## src/sv/vmrt_pkg.sv

```systemverilog
// Shared constants, codes and types of the virtual-memory region table.
// Used by vmrt_ctrl, vmrt_dp and vm_region_table_unit; depends on nothing.
`default_nettype none

package vmrt_pkg;

    // Table geometry and page size.
    localparam int REGION_SLOTS = 16;
    localparam int PAGE_BITS    = 12;

    localparam int ADDR_W  = 64;
    localparam int HI_W    = ADDR_W - PAGE_BITS;
    localparam int SLOT_IW = (REGION_SLOTS > 1) ? $clog2(REGION_SLOTS) : 1;
    localparam int CNT_W   = $clog2(REGION_SLOTS + 1);

    localparam logic [ADDR_W-1:0] USER_LIMIT = 64'h0000_8000_0000_0000;
    localparam logic [ADDR_W-1:0] BASE_RESET = 64'h0000_0020_0000_0000;

    // Command codes of the input word.
    localparam logic [2:0] CMD_ADD     = 3'd0;
    localparam logic [2:0] CMD_FIND    = 3'd1;
    localparam logic [2:0] CMD_REMOVE  = 3'd2;
    localparam logic [2:0] CMD_RESERVE = 3'd3;
    localparam logic [2:0] CMD_CLEAR   = 3'd4;

    typedef logic [1:0] status_t;

    localparam status_t ST_OK        = 2'd0;
    localparam status_t ST_REJECTED  = 2'd1;
    localparam status_t ST_FULL      = 2'd2;
    localparam status_t ST_NOT_FOUND = 2'd3;

    // State changes applied when a command completes.
    typedef logic [2:0] act_t;

    localparam act_t ACT_NONE   = 3'd0;
    localparam act_t ACT_WRITE  = 3'd1;
    localparam act_t ACT_REMOVE = 3'd2;
    localparam act_t ACT_BUMP   = 3'd3;
    localparam act_t ACT_CLEAR  = 3'd4;

    // Source of the result fields.
    typedef logic [1:0] sel_t;

    localparam sel_t SEL_NONE    = 2'd0;
    localparam sel_t SEL_ADD     = 2'd1;
    localparam sel_t SEL_FOUND   = 2'd2;
    localparam sel_t SEL_RESERVE = 2'd3;

    typedef struct packed {
        logic [ADDR_W-1:0] start_addr;
        logic [ADDR_W-1:0] end_addr;
        logic [2:0]        prot;
        logic [11:0]       flags;
        logic [10:0]       fdesc;
        logic [47:0]       foffset;
    } entry_t;

    // Commands from the controller to the datapath.
    typedef struct packed {
        logic    load;
        logic    prep1;
        logic    prep2;
        logic    scan_init;
        logic    scan;
        logic    finish;
        status_t status;
        act_t    act;
        sel_t    sel;
    } ctrl_cmd_t;

    // Status from the datapath to the controller.
    typedef struct packed {
        logic [2:0] cmd;
        logic       len_zero;
        logic       len_ok;
        logic       carry;
        logic       base_wrap;
        logic       e_ge_limit;
        logic       clash;
        logic       free_found;
        logic       found;
        logic       scan_done;
    } dp_stat_t;

endpackage

`default_nettype wire

```

## src/sv/vm_region_table_unit.sv

```systemverilog
// Top level of the virtual-memory region table.
// Instantiates vmrt_ctrl and vmrt_dp; uses vmrt_pkg.
`default_nettype none

// The unit keeps a table of up to REGION_SLOTS page-aligned regions and a bump
// pointer for reserving address space. Each input word carries one command: add,
// find, remove, reserve or clear. Exactly one result word comes back for every
// input word, in order, with a status and, where an add, find or reserve
// succeeds, the region or reserved base. Words are moved with valid and stall on
// both sides. The unit works on one command at a time: a command passes through
// the accept state, the alignment states (page rounding, then the end-address
// add) and a completion state. Add, find and remove also scan the table one slot
// per cycle through a single shared comparator set before completion; add scans
// every slot, while find and remove stop after the first match. A finished
// result sits in the output register while the next word is already accepted
// and processed; only completion waits for the result to be taken. Reset
// empties the table and restores the mapping base at once; no clearing pass is
// needed.
module vm_region_table_unit
    import vmrt_pkg::*;
(
    input  wire logic               clk,
    input  wire logic               rst_n,
    input  wire logic               in_valid,
    output logic                    in_stall,
    input  wire logic [2:0]         command,
    input  wire logic [ADDR_W-1:0]  address,
    input  wire logic [ADDR_W-1:0]  length,
    input  wire logic [2:0]         protection,
    input  wire logic [11:0]        region_flags,
    input  wire logic signed [10:0] file_desc,
    input  wire logic [47:0]        file_offset,
    output logic                    out_valid,
    input  wire logic               out_stall,
    output logic [1:0]              status,
    output logic [ADDR_W-1:0]       result_address,
    output logic [ADDR_W-1:0]       result_end,
    output logic [2:0]              result_protection,
    output logic [11:0]             result_region_flags,
    output logic signed [10:0]      result_file_desc,
    output logic [47:0]             result_file_offset
);

    // Command and status between the sequencer and the datapath.
    ctrl_cmd_t ctrl_cmd;
    dp_stat_t  dp_stat;

    vmrt_ctrl u_ctrl (
        .clk       (clk),
        .rst_n     (rst_n),
        .in_valid  (in_valid),
        .in_stall  (in_stall),
        .out_valid (out_valid),
        .out_stall (out_stall),
        .stat      (dp_stat),
        .cmd_o     (ctrl_cmd)
    );

    // The datapath holds the table, the mapping base and the result register.
    vmrt_dp u_dp (
        .clk                 (clk),
        .rst_n               (rst_n),
        .cmd                 (ctrl_cmd),
        .stat                (dp_stat),
        .command             (command),
        .address             (address),
        .length              (length),
        .protection          (protection),
        .region_flags        (region_flags),
        .file_desc           (file_desc),
        .file_offset         (file_offset),
        .status              (status),
        .result_address      (result_address),
        .result_end          (result_end),
        .result_protection   (result_protection),
        .result_region_flags (result_region_flags),
        .result_file_desc    (result_file_desc),
        .result_file_offset  (result_file_offset)
    );

endmodule

`default_nettype wire

```

## src/sv/vmrt_dp.sv

```systemverilog
// Datapath of the region table: input word latch, page alignment, slot scan,
// region storage, mapping base and result registers. Uses vmrt_pkg.
`default_nettype none

module vmrt_dp
    import vmrt_pkg::*;
(
    input  wire logic               clk,
    input  wire logic               rst_n,
    input  wire ctrl_cmd_t          cmd,
    output dp_stat_t                stat,
    input  wire logic [2:0]         command,
    input  wire logic [ADDR_W-1:0]  address,
    input  wire logic [ADDR_W-1:0]  length,
    input  wire logic [2:0]         protection,
    input  wire logic [11:0]        region_flags,
    input  wire logic signed [10:0] file_desc,
    input  wire logic [47:0]        file_offset,
    output logic [1:0]              status,
    output logic [ADDR_W-1:0]       result_address,
    output logic [ADDR_W-1:0]       result_end,
    output logic [2:0]              result_protection,
    output logic [11:0]             result_region_flags,
    output logic signed [10:0]      result_file_desc,
    output logic [47:0]             result_file_offset
);

    // Latched input word.
    logic [2:0]        cmd_reg;
    logic [ADDR_W-1:0] addr_reg;
    logic [ADDR_W-1:0] len_reg;
    logic [2:0]        prot_reg;
    logic [11:0]       flags_reg;
    logic [10:0]       fdesc_reg;
    logic [47:0]       foffset_reg;

    // Alignment results.
    logic [ADDR_W-1:0] s_reg, s_next;
    logic [HI_W-1:0]   al_reg, al_next;
    logic              len_ok_reg, len_zero_reg, base_wrap_reg;
    logic [ADDR_W-1:0] e_reg;
    logic              carry_reg;

    logic [HI_W-1:0]   len_hi_round;
    logic [HI_W:0]     base_sum;
    logic              len_zero_now;
    logic [ADDR_W:0]   end_sum;

    // Table storage and mapping base.
    entry_t                  ent_mem [REGION_SLOTS];
    logic [REGION_SLOTS-1:0] valid_reg;
    logic [ADDR_W-1:0]       mb_reg;

    // Scan state.
    logic [CNT_W-1:0]   idx_reg;
    logic [SLOT_IW-1:0] slot_idx;
    logic               in_range;
    logic               scan_done;
    logic               clash_reg, free_found_reg, found_reg;
    logic [SLOT_IW-1:0] free_idx_reg, match_idx_reg;
    entry_t             hit_ent_reg;

    entry_t cur_ent;
    logic   cur_vld;
    logic   e_le_start, s_ge_end, s_ge_start, exact;
    logic   hit_now, clash_now;

    entry_t new_ent;

    // Page rounding of the length, and of the mapping base for reserve.
    assign len_zero_now = (len_reg == '0);
    assign len_hi_round = len_reg[ADDR_W-1:PAGE_BITS]
                        + HI_W'(|len_reg[PAGE_BITS-1:0]);
    assign base_sum     = {1'b0, mb_reg[ADDR_W-1:PAGE_BITS]}
                        + (HI_W+1)'(|mb_reg[PAGE_BITS-1:0]);

    always_comb
    begin
        if (cmd_reg == CMD_RESERVE)
        begin
            s_next = {base_sum[HI_W-1:0], {PAGE_BITS{1'b0}}};
        end
        else
        begin
            s_next = {addr_reg[ADDR_W-1:PAGE_BITS], {PAGE_BITS{1'b0}}};
        end
        if (cmd_reg == CMD_RESERVE && len_zero_now)
        begin
            al_next = HI_W'(1);
        end
        else
        begin
            al_next = len_hi_round;
        end
    end

    assign end_sum = {1'b0, s_reg} + {1'b0, al_reg, {PAGE_BITS{1'b0}}};

    always_ff @(posedge clk)
    begin
        if (cmd.load)
        begin
            cmd_reg     <= command;
            addr_reg    <= address;
            len_reg     <= length;
            prot_reg    <= protection;
            flags_reg   <= region_flags;
            fdesc_reg   <= file_desc;
            foffset_reg <= file_offset;
        end
        if (cmd.prep1)
        begin
            s_reg         <= s_next;
            al_reg        <= al_next;
            len_zero_reg  <= len_zero_now;
            // The length rounds up to whole pages without passing 2^64 unless
            // every page bit is set and a partial page remains.
            len_ok_reg    <= !(&len_reg[ADDR_W-1:PAGE_BITS] && |len_reg[PAGE_BITS-1:0]);
            base_wrap_reg <= base_sum[HI_W];
        end
        if (cmd.prep2)
        begin
            e_reg     <= end_sum[ADDR_W-1:0];
            carry_reg <= end_sum[ADDR_W];
        end
    end

    // One slot is examined per cycle.
    assign slot_idx  = idx_reg[SLOT_IW-1:0];
    assign in_range  = (idx_reg < CNT_W'(REGION_SLOTS));
    assign scan_done = found_reg || !in_range;
    assign cur_ent   = ent_mem[slot_idx];
    assign cur_vld   = valid_reg[slot_idx];

    assign e_le_start = (e_reg <= cur_ent.start_addr);
    assign s_ge_end   = (s_reg >= cur_ent.end_addr);
    assign s_ge_start = (s_reg >= cur_ent.start_addr);
    assign exact      = (s_reg == cur_ent.start_addr) && (e_reg == cur_ent.end_addr);
    assign clash_now  = cur_vld && !(e_le_start || s_ge_end);

    always_comb
    begin
        case (cmd_reg)
            CMD_FIND:   hit_now = cur_vld && s_ge_start && !s_ge_end;
            CMD_REMOVE: hit_now = cur_vld && exact;
            default:    hit_now = 1'b0;
        endcase
    end

    always_ff @(posedge clk or negedge rst_n)
    begin
        if (!rst_n)
        begin
            idx_reg        <= '0;
            clash_reg      <= 1'b0;
            free_found_reg <= 1'b0;
            found_reg      <= 1'b0;
        end
        else if (cmd.scan_init)
        begin
            idx_reg        <= '0;
            clash_reg      <= 1'b0;
            free_found_reg <= 1'b0;
            found_reg      <= 1'b0;
        end
        else if (cmd.scan && !scan_done)
        begin
            idx_reg <= idx_reg + CNT_W'(1);
            if (clash_now)
            begin
                clash_reg <= 1'b1;
            end
            if (!cur_vld && !free_found_reg)
            begin
                free_found_reg <= 1'b1;
            end
            if (hit_now)
            begin
                found_reg <= 1'b1;
            end
        end
    end

    always_ff @(posedge clk)
    begin
        if (cmd.scan && !scan_done)
        begin
            if (!cur_vld && !free_found_reg)
            begin
                free_idx_reg <= slot_idx;
            end
            if (hit_now)
            begin
                match_idx_reg <= slot_idx;
                hit_ent_reg   <= cur_ent;
            end
        end
    end

    // Region storage: valid bits and mapping base are reset, entries are not.
    assign new_ent = '{start_addr: s_reg, end_addr: e_reg, prot: prot_reg,
                       flags: flags_reg, fdesc: fdesc_reg, foffset: foffset_reg};

    always_ff @(posedge clk)
    begin
        if (cmd.finish && cmd.act == ACT_WRITE)
        begin
            ent_mem[free_idx_reg] <= new_ent;
        end
    end

    always_ff @(posedge clk or negedge rst_n)
    begin
        if (!rst_n)
        begin
            valid_reg <= '0;
            mb_reg    <= BASE_RESET;
        end
        else if (cmd.finish)
        begin
            case (cmd.act)
                ACT_WRITE:  valid_reg[free_idx_reg]  <= 1'b1;
                ACT_REMOVE: valid_reg[match_idx_reg] <= 1'b0;
                ACT_BUMP:   mb_reg <= e_reg;
                ACT_CLEAR:
                begin
                    valid_reg <= '0;
                    mb_reg    <= BASE_RESET;
                end
                default:    ;
            endcase
        end
    end

    // Result registers.
    always_ff @(posedge clk)
    begin
        if (cmd.finish)
        begin
            status              <= cmd.status;
            result_address      <= '0;
            result_end          <= '0;
            result_protection   <= '0;
            result_region_flags <= '0;
            result_file_desc    <= '0;
            result_file_offset  <= '0;
            case (cmd.sel)
                SEL_ADD:
                begin
                    result_address <= s_reg;
                    result_end     <= e_reg;
                end
                SEL_FOUND:
                begin
                    result_address      <= hit_ent_reg.start_addr;
                    result_end          <= hit_ent_reg.end_addr;
                    result_protection   <= hit_ent_reg.prot;
                    result_region_flags <= hit_ent_reg.flags;
                    result_file_desc    <= hit_ent_reg.fdesc;
                    result_file_offset  <= hit_ent_reg.foffset;
                end
                SEL_RESERVE:
                begin
                    result_address <= s_reg;
                end
                default: ;
            endcase
        end
    end

    always_comb
    begin
        stat.cmd        = cmd_reg;
        stat.len_zero   = len_zero_reg;
        stat.len_ok     = len_ok_reg;
        stat.carry      = carry_reg;
        stat.base_wrap  = base_wrap_reg;
        stat.e_ge_limit = (e_reg >= USER_LIMIT);
        stat.clash      = clash_reg;
        stat.free_found = free_found_reg;
        stat.found      = found_reg;
        stat.scan_done  = scan_done;
    end

    // A stored region occupies exactly one more slot afterwards.
    a_write_adds_one: assert property (@(posedge clk) disable iff (!rst_n)
        (cmd.finish && cmd.act == ACT_WRITE) |=>
        ($countones(valid_reg) == $past($countones(valid_reg)) + 1))
        else $error("region write did not fill exactly one slot");

    a_idx_bounded: assert property (@(posedge clk) disable iff (!rst_n)
        idx_reg <= CNT_W'(REGION_SLOTS))
        else $error("scan index ran past the table");

    // Clear leaves an empty table and the initial mapping base.
    a_clear_empties: assert property (@(posedge clk) disable iff (!rst_n)
        (cmd.finish && cmd.act == ACT_CLEAR) |=>
        (valid_reg == '0 && mb_reg == BASE_RESET))
        else $error("clear left regions or a moved mapping base behind");

endmodule

`default_nettype wire

```

## src/sv/vmrt_ctrl.sv

```systemverilog
// Controller of the region table: sequences alignment, slot scan and completion,
// and decides status and state change of each command. Uses vmrt_pkg.
`default_nettype none

module vmrt_ctrl
    import vmrt_pkg::*;
(
    input  wire logic     clk,
    input  wire logic     rst_n,
    input  wire logic     in_valid,
    output logic          in_stall,
    output logic          out_valid,
    input  wire logic     out_stall,
    input  wire dp_stat_t stat,
    output ctrl_cmd_t     cmd_o
);

    localparam logic [2:0] ST_IDLE  = 3'd0;
    localparam logic [2:0] ST_PREP1 = 3'd1;
    localparam logic [2:0] ST_PREP2 = 3'd2;
    localparam logic [2:0] ST_SCAN  = 3'd3;
    localparam logic [2:0] ST_FIN   = 3'd4;

    logic [2:0] state_reg, state_next;
    logic       out_valid_reg, out_valid_next;
    logic       fin_go;

    status_t fin_status;
    act_t    fin_act;
    sel_t    fin_sel;

    assign fin_go = !out_valid_reg || !out_stall;

    // Outcome of the command from the alignment and scan results.
    always_comb
    begin
        fin_status = ST_REJECTED;
        fin_act    = ACT_NONE;
        fin_sel    = SEL_NONE;
        case (stat.cmd)
            CMD_ADD:
            begin
                if (stat.len_zero || !stat.len_ok || stat.carry || stat.clash)
                begin
                    fin_status = ST_REJECTED;
                end
                else if (!stat.free_found)
                begin
                    fin_status = ST_FULL;
                end
                else
                begin
                    fin_status = ST_OK;
                    fin_act    = ACT_WRITE;
                    fin_sel    = SEL_ADD;
                end
            end
            CMD_FIND:
            begin
                if (stat.found)
                begin
                    fin_status = ST_OK;
                    fin_sel    = SEL_FOUND;
                end
                else
                begin
                    fin_status = ST_NOT_FOUND;
                end
            end
            CMD_REMOVE:
            begin
                if (stat.len_zero)
                begin
                    fin_status = ST_REJECTED;
                end
                else if (stat.found)
                begin
                    fin_status = ST_OK;
                    fin_act    = ACT_REMOVE;
                end
                else
                begin
                    fin_status = ST_NOT_FOUND;
                end
            end
            CMD_RESERVE:
            begin
                if (!stat.len_ok || stat.base_wrap || stat.carry || stat.e_ge_limit)
                begin
                    fin_status = ST_REJECTED;
                end
                else
                begin
                    fin_status = ST_OK;
                    fin_act    = ACT_BUMP;
                    fin_sel    = SEL_RESERVE;
                end
            end
            CMD_CLEAR:
            begin
                fin_status = ST_OK;
                fin_act    = ACT_CLEAR;
            end
            default:
            begin
                fin_status = ST_REJECTED;
            end
        endcase
    end

    always_comb
    begin
        state_next = state_reg;
        cmd_o      = '0;
        cmd_o.status = fin_status;
        cmd_o.act    = fin_act;
        cmd_o.sel    = fin_sel;
        in_stall   = 1'b1;
        out_valid_next = out_valid_reg && out_stall;
        case (state_reg)
            ST_IDLE:
            begin
                in_stall = 1'b0;
                if (in_valid)
                begin
                    cmd_o.load = 1'b1;
                    state_next = ST_PREP1;
                end
            end
            ST_PREP1:
            begin
                cmd_o.prep1 = 1'b1;
                state_next  = ST_PREP2;
            end
            ST_PREP2:
            begin
                cmd_o.prep2     = 1'b1;
                cmd_o.scan_init = 1'b1;
                if (stat.cmd inside {CMD_ADD, CMD_FIND, CMD_REMOVE})
                begin
                    state_next = ST_SCAN;
                end
                else
                begin
                    state_next = ST_FIN;
                end
            end
            ST_SCAN:
            begin
                cmd_o.scan = 1'b1;
                if (stat.scan_done)
                begin
                    state_next = ST_FIN;
                end
            end
            ST_FIN:
            begin
                if (fin_go)
                begin
                    cmd_o.finish   = 1'b1;
                    out_valid_next = 1'b1;
                    state_next     = ST_IDLE;
                end
            end
            default:
            begin
                state_next = ST_IDLE;
            end
        endcase
    end

    always_ff @(posedge clk or negedge rst_n)
    begin
        if (!rst_n)
        begin
            state_reg     <= ST_IDLE;
            out_valid_reg <= 1'b0;
        end
        else
        begin
            state_reg     <= state_next;
            out_valid_reg <= out_valid_next;
        end
    end

    assign out_valid = out_valid_reg;

    a_fin_shows_result: assert property (@(posedge clk) disable iff (!rst_n)
        (state_reg == ST_FIN && fin_go) |=> out_valid_reg)
        else $error("completed command did not present a result");

    a_accept_starts: assert property (@(posedge clk) disable iff (!rst_n)
        (in_valid && !in_stall) |=> (state_reg == ST_PREP1))
        else $error("accepted word did not start alignment");

    a_write_has_slot: assert property (@(posedge clk) disable iff (!rst_n)
        (cmd_o.finish && cmd_o.act == ACT_WRITE) |-> (stat.free_found && !stat.clash))
        else $error("region stored without a free slot or despite an overlap");

endmodule

`default_nettype wire
```

## config.mk

```make
export PLATFORM = sky130hd
export DESIGN_NAME = vm_region_table_unit
export DESIGN_NICKNAME = d
export VERILOG_FILES = /design/src/sv/vmrt_pkg.sv /design/src/sv/vm_region_table_unit.sv /design/src/sv/vmrt_dp.sv /design/src/sv/vmrt_ctrl.sv
export SDC_FILE = /design/constraint.sdc
export NUM_CORES = 2
export LEC_CHECK = 0
export BUFFER_PORTS_ARGS = -buffer_cell sky130_fd_sc_hd__buf_2
export CORE_ASPECT_RATIO = 1.1
export CORE_MARGIN = 3
export CORE_UTILIZATION = 67
export CTS_CLUSTER_DIAMETER = 150
export DETAILED_ROUTE_END_ITERATION = 7
export PLACE_DENSITY = 0.86
export SETUP_SLACK_MARGIN = 0.5
export SYNTH_ARGS = -nofsm -noshare
export SYNTH_HDL_FRONTEND = slang
export SYNTH_HIERARCHICAL = 1
export SYNTH_SLANG_ARGS = --single-unit
```

## constraint.sdc

```tcl
create_clock -name clk -period 68.6 [get_ports clk]
set_input_delay 10.29 -clock clk [delete_from_list [all_inputs] [get_ports clk]]
set_output_delay 10.29 -clock clk [all_outputs]
set_load 0.005 [all_outputs]
```

**Yosys cells after proc, flatten, opt, wreduce, memory -nomap -nowiden**

Memories as Yosys holds them, arrays and structs flattened.
Cells that the tools add are included.

- Equality and inequality tests: 20
- Multiplexer cells: 57
- Reductions and logical operators: 54
- Add/sub/neg operators: 4
- Bitwise operators: 3
- Order comparisons: 10

Operator list:

| operator | count |
|---|---|
| case mux 64 bit (2 select lines) | 3 |
| equality test 64 bit | 2 |
| >= comparator 64 bit | 2 |
| adder 64 x 64 -> 65 bit | 1 |
| >= comparator 64 x 48 -> 1 bit, second input constant | 1 |
| <= comparator 64 bit | 1 |
| logical NOT 64 bit | 1 |
| 2-to-1 mux 64 bit | 1 |
| adder 52 x 1 -> 53 bit | 1 |
| adder 52 x 1 -> 52 bit | 1 |
| AND reduction 52 bit | 1 |
| case mux 16 bit (3 select lines) | 1 |
| 2-to-1 mux 1 bit | 26 |
| OR reduction 12 bit | 2 |
| 2-to-1 mux 2 bit | 10 |
| equality test 3 x 2 -> 1 bit, second input constant | 6 |
| 2-to-1 mux 3 bit | 6 |
| bitwise AND 16 bit | 1 |
| NOT 16 bit | 1 |
| OR 16 bit | 1 |
| less-than comparator 4 x 5 -> 1 bit, second input constant | 3 |
| case mux 3 bit (5 select lines) | 1 |
| AND reduction 2 bit | 7 |
| logical AND 1 bit | 13 |
| other kinds (23) | 55 |

- Bits in writable memories: 3232
- Memories: 1
- Register bits: 895
- Input port bits: 209
- Output and inout port bits: 206
- Logic and storage cells: 186

Memories:

| memory | words | bits a word | rd ports | clocked after memory_dff | write ports | line | source |
|---|---|---|---|---|---|---|---|
| u_dp.ent_mem | 16 | 202 | 1 | 0 | 1 | vmrt_dp.sv:50 | `entry_t ent_mem [REGION_SLOTS];` |

**Logic depth before layout (Yosys ltp)**

- Depth after elaboration: 10
- Mapped depth: 23
- Gate-level depth less buffers: 15

**Cells and area by module**

The synthesis kept the hierarchy.

By module, submodules not included:

| module | times used | cells each | seq. area each (um^2) | area an instance (um^2) |
|---|---|---|---|---|
| vmrt_dp | 1 | 7101 | 108985.8 | 144387.2 |
| vmrt_ctrl | 1 | 56 | 100.1 | 452.9 |

**Worst setup path after synthesis**

OpenSTA, ideal clock, no wires.

- Kind: input-to-reg
- Start point: in out_stall
- End point: mem u_dp/ent_mem[0][0] (netlist bit), enable pin
- Buffers on the path: 0
- Path slack: 35.515 ns
- Arrival: 32.150 ns
- Cell stages on the path: 5
- Data required time: 67.665 ns
- Library setup time: 0.935 ns
- Cell sequence: a21oi_1 nor4bb_1 nor2b_1 nand2b_1 nor3_1

- Cells in the longest elaborated chain, start to end: 7

Ends and longest elaborated chain:

| what | line | source |
|---|---|---|
| start: declaration | vm_region_table_unit.sv:34 | `input wire logic out_stall,` |
| logical NOT 1 bit | vmrt_ctrl.sv:32 | `assign fin_go = !out_valid_reg \|\| !out_stall;` |
| logical OR 1 bit | vmrt_ctrl.sv:32 |  |
| 2-to-1 mux 1 bit | vmrt_ctrl.sv:158 | `if (fin_go)` |
| 2-to-1 mux 1 bit | vmrt_ctrl.sv:120 | `case (state_reg)` |
| logical AND 1 bit | vmrt_dp.sv:206 | `if (cmd.finish && cmd.act == ACT_WRITE)` |
| 2-to-1 mux 1 bit | vmrt_dp.sv:206 |  |
| 2-to-1 mux 1 bit (implied by the code) | vmrt_dp.sv:208 | `ent_mem[free_idx_reg] <= new_ent;` |
| end: declaration | vmrt_dp.sv:50 |  |

Every way passes these cells.

==> reports/metrics.cfg <==
[outcome]
status=finished, violations left
violations=DRC

[sta]
tightestPinTransition_ns=1.396
fmax_ghz=0.06768
worst_clock_skew_ns=0.07688
final.setup.tns_ns=0
setup_slack_ns=53.82
slew_viol_final=0
final-setup-viol-count=0
slew_headroom_pct=6.960
rsz0062_at_grt=no
hold_violations=0
period_share_pct=21.54
finalCriticalPeriod_ns=14.78

[routing]
ant_nets=0
dr.pass1.iters=8
drt_wl_total_um=442100
wl_per_cell_um=40.49
avgViaCountPerCell=7.414
drc=3
drtIter0Drc=14250
detailroute.via_count=80970

[power_and_ir_drop]
power_mw=6.361
swShare_pct=30.39
switchingPower_mw=1.933
p_clk_share_pct=30.6
leakage_nw=52.76
p_seq_share_pct=46.5
power_density_nw_per_um2=39.32
vdd_drop_max_mv=0.03795
p_comb_share_pct=22.9
internal_power_mw=4.428

[critical_path]
worstSetupPathType=input port to flop
cp.required_ns=69.16
cp-startpoint=out_stall
path_max_fanout=45
crit_buf_inv=4
cp_slowest_cell=buf_4
r2r_start=u_dp/idx_reg[0]$_DFFE_PN0P_
worstPathArrival_ns=15.33
endpoint_kind=flop
critPathLaunchType=input port
critPathTopFamily=buffers and inverters
critPathMaxStageDelay_ns=0.96
crit_chain=buf_2 -> a21oi_4 -> nor4bb_1 -> nor2b_1 -> nand2_1 -> nor3_2 -> buf_4 -> buf_4 -> buf_4
cpMostUsedCell=buf_4

[cells_and_area]
largest_reg_flops=2848
final_cell_count_no_fill=10920
final_cell_area_um2=161800
drive_above_1_share_pct=24.95
syn_to_final_growth_pct=11.69
num-nets-final=8185

[placed_design]
portBuffers=378
place_inst=10280
pre_cts_ws_ns=53.07
place_congestion=0.9908
dpl_cell_area_um2=150500
dp_hpwl_um=234700

[clock_network]
clk_pin_slew_ns=0.06
cts_tree=built
cts_root_buffer=clkbuf_16
ctsLongestPathBuffers=4
post_cts_buffers=0
cts_resized=0
cts.sinks=3646
cts-htree-levels=5
ctsHoldBuffers=0
cts_buffers=359
clock_latency_ns=1.00

[logic_synthesis]
yosys_warnings=6
synth-edff-count=3566
ys_seq_elements=3646
synth_top_area_cell=edfxtp_1
syn-mean-instance-area_um2=20.24
synth_top_area_share_pct=73.93
synth_flop_cell=edfxtp_1
synthArstFlopShare_pct=2.194
synth.most_common_cell=edfxtp_1
postSynthCellCount=7157
yosys-top-cells-count=edfxtp_1, mux4_2, nand2_1
netlist_top_cells_area=edfxtp_1, mux4_2, ha_1, dfrtp_1, nand2_1
yosysSeqAreaShare_pct=75.31
ys_types=90
synth_area_um2=144800

[floorplanning]
die_w_um=449.3
io-pin-count=415
rows=178
die_h_um=493.6
coreArea_um2=214500
dieArea_um2=221800
start_util_pct=67.53

[grt]
grt_start_max_net_pins=166
track_usage_pct=40.18
grt_pass1_wl_um=617800
grt-ovfl-total=0
grt_pass1_vias=82250
antenna_found_initial=30

[min_path]
min_from=u_dp/mb_reg[53]$_DFFE_PN0P_
holdCritPathClass=flop to flop

[job]
maxCapViolations=0

[cells in the final DEF (no fill, tap or decap), drive strengths merged, types with 79 or more instances in the layout]
| cell | synthesis | layout |
|---|---|---|
| edfxtp | 3566 | 3566 |
| mux4 | 796 | 796 |
| buf | 196 | 566 |
| clkbuf | 152 | 436 |
| nand2 | 298 | 298 |
| ha | 215 | 215 |
| nor2 | 181 | 181 |
| inv | 148 | 155 |
| o21ai | 141 | 141 |
| a22oi | 139 | 139 |
| clkinv | 1 | 135 |
| a21oi | 123 | 123 |
| xnor2 | 114 | 114 |
| mux2i | 104 | 104 |
| and2 | 92 | 92 |
| nor2b | 89 | 89 |
| mux2 | 80 | 80 |
| dfrtp | 79 | 79 |
[final timing paths]
check	endpoint	slack [ns]	cells past startpoint
worst max register to register	u_dp/match_idx_reg[0]$_DFFE_PP_	58.03	18
worst min register to register	u_dp/mb_reg[53]$_DFFE_PN0P_	0.48	2
worst min-delay path	u_dp/mb_reg[53]$_DFFE_PN0P_	0.48	2
min in group asynchronous	u_dp/mb_reg[39]$_DFFE_PN0P_	9.39	1
max in group asynchronous	u_dp/idx_reg[0]$_DFFE_PN0P_	57.87	2
worst max-delay path	u_dp/ent_mem[1][168]$_DFFE_PP_	53.82	9
[kinds of logic (layout without fill, tap and decap cells)]
logic type               Yosys count  count (layout)  share of synthesized area (%)
flip-flops                      3646            3646                          75.31
AND/OR/NAND/NOR                  989             989                          3.467
multiplexers                     980             980                          13.74
AO/OA/AOI/OAI                    677             677                          3.102
buffers and inverters            497            1340                          1.577
adder cells (fa/ha/maj)          216             216                          1.871
XOR/XNOR                         151             151                         0.9286
other                              1              41                       0.002589
[layout make-up]
| class | count | area [um^2] |
|---|---|---|
| Sequential cell | 3646 | 109100 |
| Antenna cell | 16 | 40.04 |
| Multi-Input combinational cell | 3038 | 33750 |
| Timing Repair Buffer | 566 | 3506 |
| Clock buffer | 436 | 9442 |
| Tap cell | 2880 | 3603 |
| Fill cell | 10640 | 52700 |
| Clock inverter | 189 | 1767 |
| Inverter | 149 | 566.8 |
[power groups by stage]
stage	sequential, mW	combinational [mW]	clock, mW
floorplan	2.95	0.904	0
finish	2.96	1.46	1.94
global placement	2.97	1.32	0
CTS	2.95	1.42	1.95
global route	2.97	1.52	2.03
detailed placement	2.99	1.37	0
[metrics by stage]
| step | hold WS [ns] | util (%) |
|---|---|---|
| 6_report | 0.4776 | 75.43 |
| 5_1_grt | 0.4925 | 75.41 |
| 4_1_cts | 0.4796 | 75.41 |
| 3_5_place_dp | 0.4665 | 70.18 |
| 3_3_place_gp | 0.4578 | 70.18 |
| 2_1_floorplan | 0.4368 | - |
[routing by layer]
metal  part of all wire, %  track usage [%]  up-vias
met3                    14            10.33     1969
met2                    47            62.61     8190
met1                    30            50.31    40300
met4                   8.8            27.82       22
met5                 0.036           0.1284        -
li1                      -                -    30480
[worst reg2reg max path, stage by stage (launching register included)]
cell	delay, ns
dfrtp_4	0.97
buf_4	0.77
buf_4	0.94
buf_4	0.99
buf_4	0.98
mux4_2	0.66
mux4_2	0.54
inv_1	0.14
ha_1	0.18
nand4_1	0.10
nor2_1	0.13
and3_1	0.38
nor2b_1	0.59
a211oi_1	0.11
o211ai_1	0.37
o2111ai_1	0.31
a21oi_4	0.26
buf_4	0.72
buf_4	0.91
(Power assumes the default switching activity.)
